## src/fcip_pkg.sv

```systemverilog
package fcip_pkg;

  // Field and datapath widths
  localparam int unsigned FricW    = 21;  // friction coefficient, unsigned Q5.16
  localparam int unsigned ValW     = 32;  // impulse / cohesion, signed Q16.16
  localparam int unsigned CohW     = 31;  // effective cohesion, never negative
  localparam int unsigned GW       = 33;  // shifted normal, signed
  localparam int unsigned MuGW     = 55;  // mu * g, signed
  localparam int unsigned TmuW     = 53;  // t * mu
  localparam int unsigned RootW    = 32;  // tangent magnitude
  localparam int unsigned NumW     = 54;  // projected-normal dividend
  localparam int unsigned DenW     = 27;  // 1 + mu^2 divisor
  localparam int unsigned GpW      = 38;  // projected normal
  localparam int unsigned ProdW    = 59;  // g' * mu
  localparam int unsigned RatioQW  = 16;  // ratio quotient below 1.0
  localparam int unsigned RatioW   = 17;  // ratio incl. 1.0
  localparam int unsigned SatInW   = 40;  // saturator input
  localparam int unsigned CmpW     = 56;  // cone compare width
  localparam int unsigned FracBits = 16;
  localparam int unsigned OneQ     = 65536;
  localparam int unsigned CfgIdxW  = 1;
  localparam int unsigned QueueDepthDef = 4;

  typedef enum logic [1:0] {
    OUT_INSIDE       = 2'd0,
    OUT_ZEROED       = 2'd1,
    OUT_PROJECTED    = 2'd2,
    OUT_FRICTIONLESS = 2'd3
  } outcome_e;

  typedef enum logic [CfgIdxW-1:0] {
    REG_CONT_FRICTION = 1'b0,
    REG_CONT_COHESION = 1'b1
  } reg_idx_e;

  typedef struct packed {
    logic [FricW-1:0]       body_friction;
    logic signed [ValW-1:0] body_cohesion;
    logic signed [ValW-1:0] impulse_normal_in;
    logic signed [ValW-1:0] impulse_u_in;
    logic signed [ValW-1:0] impulse_v_in;
  } in_item_t;

  typedef struct packed {
    logic signed [ValW-1:0] impulse_normal_out;
    logic signed [ValW-1:0] impulse_u_out;
    logic signed [ValW-1:0] impulse_v_out;
    logic [1:0]             outcome;
  } out_item_t;

  // Contact record carried through the front end
  typedef struct packed {
    logic [FricW-1:0]       mu;
    logic                   mu_zero;
    logic [CohW-1:0]        coh;
    logic signed [GW-1:0]   g;
    logic signed [ValW-1:0] n;
    logic signed [ValW-1:0] u;
    logic signed [ValW-1:0] v;
    logic signed [MuGW-1:0] mug;
  } front_side_t;

  // Classified contact, as queued between front and back end
  typedef struct packed {
    outcome_e               outcome;
    logic [FricW-1:0]       mu;
    logic [CohW-1:0]        coh;
    logic signed [GW-1:0]   g;
    logic signed [ValW-1:0] n;
    logic signed [ValW-1:0] u;
    logic signed [ValW-1:0] v;
    logic [RootW-1:0]       t;
    logic [TmuW-1:0]        tmu;
  } q_item_t;

  typedef struct packed {
    logic full;
    logic empty;
  } q_stat_t;

  function automatic logic [ValW-1:0] abs_val(input logic signed [ValW-1:0] x);
    abs_val = x[ValW-1] ? (~x + 1'b1) : x;
  endfunction

  function automatic logic signed [ValW-1:0] sat_val(input logic signed [SatInW-1:0] x);
    if (!x[SatInW-1] && (|x[SatInW-2:ValW-1])) begin
      sat_val = {1'b0, {(ValW-1){1'b1}}};
    end else if (x[SatInW-1] && !(&x[SatInW-2:ValW-1])) begin
      sat_val = {1'b1, {(ValW-1){1'b0}}};
    end else begin
      sat_val = x[ValW-1:0];
    end
  endfunction

endpackage

```

## src/fcip_queue.sv

```systemverilog
// Small register queue between front and back end.
module fcip_queue #(
  parameter int unsigned Depth = 4,
  parameter type item_t = logic
) (
  input  logic              clk_i,
  input  logic              rst_ni,
  input  logic              push_i,
  input  item_t             item_i,
  input  logic              pop_i,
  output item_t             item_o,
  output fcip_pkg::q_stat_t stat_o
);
  localparam int unsigned PtrW = $clog2(Depth);
  localparam int unsigned CntW = $clog2(Depth + 1);

  item_t           mem_q [Depth];
  logic [PtrW-1:0] wr_q, rd_q;
  logic [CntW-1:0] cnt_q;

  assign item_o       = mem_q[rd_q];
  assign stat_o.full  = (cnt_q == CntW'(Depth));
  assign stat_o.empty = (cnt_q == '0);

  always_ff @(posedge clk_i or negedge rst_ni) begin
    if (!rst_ni) begin
      wr_q  <= '0;
      rd_q  <= '0;
      cnt_q <= '0;
    end else begin
      if (push_i) begin
        wr_q <= (wr_q == PtrW'(Depth - 1)) ? '0 : wr_q + 1'b1;
      end
      if (pop_i) begin
        rd_q <= (rd_q == PtrW'(Depth - 1)) ? '0 : rd_q + 1'b1;
      end
      if (push_i && !pop_i) begin
        cnt_q <= cnt_q + 1'b1;
      end else if (pop_i && !push_i) begin
        cnt_q <= cnt_q - 1'b1;
      end
    end
  end

  always_ff @(posedge clk_i) begin
    if (push_i) begin
      mem_q[wr_q] <= item_i;
    end
  end
endmodule

```

## config.mk

```make
export PLATFORM = sky130hd
export DESIGN_NAME = fcip_queue
export DESIGN_NICKNAME = d
export VERILOG_FILES = /design/src/fcip_pkg.sv /design/src/fcip_queue.sv
export SDC_FILE = /design/constraint.sdc
export NUM_CORES = 1
export LEC_CHECK = 0
export ABC_AREA = 1
export ABC_CLOCK_PERIOD_IN_PS = 1090
export BUFFER_PORTS_ARGS = -buffer_cell sky130_fd_sc_hd__buf_4
export CAP_MARGIN = 25
export CORE_UTILIZATION = 45
export CTS_BUF_LIST = sky130_fd_sc_hd__clkbuf_16
export DETAILED_ROUTE_END_ITERATION = 10
export HOLD_SLACK_MARGIN = 0.05
export PLACE_DENSITY = 0.69
export SYNTH_ARGS = -nofsm -noshare
export SYNTH_HDL_FRONTEND = slang
export SYNTH_SLANG_ARGS = --single-unit
```

## constraint.sdc

```tcl
create_clock -name clk_i -period 1.09 [get_ports clk_i]
set_input_delay 0.0545 -clock clk_i [delete_from_list [all_inputs] [get_ports clk_i]]
set_output_delay 0.0545 -clock clk_i [all_outputs]
set_load 0.005 [all_outputs]
```

* Word level (Yosys, flattened, before mapping)
Memory sizes are Yosys's and may differ from the RTL's. Index checks and enable logic that the tools add are counted.
Storage, ports and cells: logic and storage cells 23, RAM bits 4, output and inout bits 3, register bits 7, memories 1, bits of input ports 5
Operators by class: add/sub/neg operators 4, reduce and logical (&&, ||, !) cells 6, mux-type cells 6, equality and inequality tests 3
Memories:
- mem_q | depth 4, width 1, read ports 1, clocked after Yosys merged registers in 0, wr ports 1, line fcip_queue.sv:17 | item_t mem_q [Depth];
Operator list (count):
- 3-bit 2-to-1 mux | 2
- 2-bit by 1-bit adder with 2-bit output, second input constant | 2
- 2-bit == test, second input constant | 2
- 2-bit 2-to-1 mux | 2
- 3-bit by 1-bit adder with 3-bit output, second input constant | 1
- 3-bit == test, second input constant | 1
- 3-bit logical NOT | 1
- 3-bit by 1-bit subtractor with 3-bit output, second input constant | 1
- 1-bit logical AND | 2
- 1-bit logical NOT | 2
- 1-bit 2-to-1 mux | 2
- 2-bit nonzero test | 1

* Depth between registers and ports, before layout
word-level depth 4, mapped depth 9, depth with buffers taken out 9

* Worst setup path before layout
Ideal clock, no wire load.
path kind reg2reg, start point register cnt_q[0], end point register cnt_q[2], period minus slack after synthesis 1.201 ns, stages on the path, launching flop included 6, path slack -0.111 ns, arrival time 1.085 ns, setup time 0.117 ns, path buffers 0, cells stage by stage dfrtp_1 > fa_1 > nand2_1 > nand3_1 > nand2_1 > nand2_1
Between the ends: word-level cells in the longest chain between the ends 3
Ends and longest elaborated chain:
- start: declaration | line fcip_queue.sv:19 | logic [CntW-1:0] cnt_q;
- start signal: assignment | line fcip_queue.sv:38 | cnt_q <= cnt_q + 1'b1;
- start signal: assignment | line fcip_queue.sv:40 | cnt_q <= cnt_q - 1'b1;
- 3-bit by 1-bit subtractor with 3-bit output | line fcip_queue.sv:40
- 3-bit 2-to-1 mux | line fcip_queue.sv:39 | end else if (pop_i && !push_i) begin
- 3-bit 2-to-1 mux * | line fcip_queue.sv:37 | if (push_i && !pop_i) begin
Mark *: on every way between the ends. The rest lies on a longest branch, timed or not. The select of a mux whose other input is x is not followed. A chain may end at the register's enable or synchronous reset.

* Final worst setup path
start point register cnt_q[1], end point register cnt_q[2]
Same word-level chain as after synthesis.

==> impl_results.md <==
* Post-layout util at 73.1%
* Failing checks: negative setup slack
* WP data arrival at 1.27 ns
* Setup violators final at 5
* Antenna viol nets, final at 0
* HPWL after DPL at 708 µm
* Post-place setup slack at -0.167 ns
* Synth top area share at 30.0%
* Fmax at 871 MHz
* Setup CP Type: register to register
* Reg clk slew, reported paths at 0.04 ns
* Syn nets at 75
* Synth cell types at 14
* Worst IR Drop VDD at 1650 µV
* Cell taking the most area after synthesis: dfrtp_1
* First-pass GRT wire length at 1.81 mm
* Critical path's largest stage delay at 0.39 ns
* DR vias/cell at 4.75
* Crit path time final at 1.15 ns
* Die Span Y at 38.0 µm
* Die X at 38.0 µm
* Worst Setup Start Kind: register
* RePlAce Congestion at 0.784
* Setup slack after layout at -0.0575 ns
* H-tree levels at 1
* Top cells by area, synth: dfrtp_1 (30%), edfxtp_1 (21%), ha_1 (13%)
* Synthesis Warnings at 0
* Fin. max-slew vios at 0
* Vias in the first global route at 446
* Synth Cell Area at 584 µm²
* Die area at 1450 µm²
* Drt wl/cell at 11.2 µm
* Clock sinks at 11
* DRT Wirelength at 1.08 mm
* Clk_skew at 0.000659 ns
* Initial DRT Pass Iterations at 3
* RSZ-0062 raised after global routing: true
* Worst skew pair latency at 0.23 ns
* Critical Path Fanout Max at 2
* Crit-path cells: fa_2 -> inv_1 -> nand2_2 -> nand4_1 -> nand2_1
* Initial antenna violation count at 0
* Static leakage at 0.442 nW
* Initial core utilization at 50.5%
* Post-Synthesis Cells at 63
* Synthesized area per cell at 9.27 µm²
* Nets at 95
* Number of diodes at 0
* Ratio of final minimum period to clock period at 105%
* Clk buf depth at 2
* Seq/Total Area, Yosys at 50.5%
* CTS Buf Count at 3
* Status: finished with violations
* GRT overflow at 0
* Fin. Hold Viols at 0
* Core outline area at 1160 µm²
* Gr usage total at 19.2%
* PwrDens at 2670 nW/µm²
* TritonCTS clock tree: built
* Layout cells sized above 1 at 32.9%
* Slew headroom at 86.7%
* Critical Path RT at 1.21 ns
* #FFs+latches synth at 11
* Rows at 12
* MaxCap Viol Count at 0
* Vias at 456
* Port-buffer cells at 7
* CP endpoint kind: register
* Worst min path class: input pin to register
* Slowest-stage cell, CP: dfrtp_1
* CTS root buffer: clkbuf_16
* Residual DRC at 0
* Slew @ Worst Pin at 0.198 ns
* P&R area growth vs syn at 44.5%
* Pin count of the biggest net entering global routing at 9
* Final Instance Area at 845 µm²
* # IOs at 8
* Initial drt markers at 7
* Area after DPL at 687 µm²
[per-stage QoR]
step,TNS (ns),hold slack (ns),power (mW),cells
final,-0.174,0.114,2.26,96
after detailed placement,-0.275,-0.126,1.39,88
after global routing,-0.489,0.125,2.44,96
after floorplan,-0.00414,-0.241,1.11,63
after global placement,-0.219,-0.126,1.36,88
after CTS,-0.217,0.144,2.12,94
[kinds of logic after synthesis]
| group | count (synthesis) | synth area share (%) |
|---|---|---|
| AND/OR/NAND/NOR | 22 | 15.2 |
| buffers and inverters | 15 | 9.64 |
| flip-flops | 11 | 50.5 |
| AO/OA/AOI/OAI | 7 | 6.85 |
| adder cells (fa/ha/maj) | 7 | 16.3 |
| XOR/XNOR | 1 | 1.50 |
[cell type report]
type	instances	area, µm²
clock buffers	3	75.1
clock inverters	1	3.75
fillers	76	312
inverters	15	56.3
multi-input cells	37	270
flip-flops and latches	11	297
well taps	14	17.5
repair buffers	15	125
[sequential cells by signal, indices dropped and copies added (netlist names)]
signal / cells
cnt_q: 3
wr_q: 2
mem_q: 4
rd_q: 2
[synth_stat cells (all sizes together)]
cell type	count
inv	15
o21ai	4
dfrtp	7
a21oi	1
ha	6
nand4	1
fa	1
o211ai	2
nand3	1
edfxtp	4
nor3	2
xnor2	1
nand2	18
[report_power, final]
group	internal, mW	switching [mW]	leakage [nW]	total [mW]
sequential	0.593	0.144	0.120	0.737
combinational	0.452	0.419	0.280	0.871
clock	0.480	0.167	0.0423	0.647
total	1.53	0.730	0.442	2.26
[critical path: cells and delay by family (launching register included)]
| family | cells | cell delay, ns |
|---|---|---|
| AND/OR/NAND/NOR | 3 | 0.18 |
| adder cells (fa/ha/maj) | 1 | 0.38 |
| buffers and inverters | 1 | 0.08 |
| flip-flops | 1 | 0.39 |
[routing by layer]
layer  GRT usage [%]  share of wire (%)  vias up
met3            5.23                2.9        3
met2            29.7                 49        8
li1                -                  -      233
met4            10.7                2.0        0
met1            24.0                 46      212
met5               0                  0        -
[final timing paths]
kind,start,endpoint,slack (ns),cells past startpoint
max,cnt_q[1],cnt_q[2],-0.06,5
min,pop_i,rd_q[1],0.11,3
max reg2reg,cnt_q[1],cnt_q[2],-0.06,5
min reg2reg,cnt_q[2],cnt_q[2],0.53,2
max in group asynchronous,rst_ni,wr_q[0],0.79,2
min in group asynchronous,rst_ni,wr_q[1],0.17,2
[repair_timing]
action	CTS	global route
hold buffers	2	0
setup endpoints to repair	5	9
pin swaps	2	4
hold endpoints to repair	11	0
buffers inserted	0	2
resized for setup	4	9
[layout by cell type, fill, tap and decap left out, drive strengths merged]
| cell | netlist | layout |
|---|---|---|
| edfxtp | 4 | 4 |
| nand3 | 1 | 1 |
| nand4 | 1 | 1 |
| nand2 | 18 | 18 |
| nor3 | 2 | 2 |
| a21oi | 1 | 1 |
| o21ai | 4 | 4 |
| clkbuf | 0 | 3 |
| xnor2 | 1 | 1 |
| o211ai | 2 | 2 |
| dfrtp | 7 | 7 |
| dlygate4sd3 | 0 | 2 |
| inv | 15 | 16 |
| fa | 1 | 1 |
| ha | 6 | 6 |
| buf | 0 | 13 |
(Power assumes the default switching activity.)
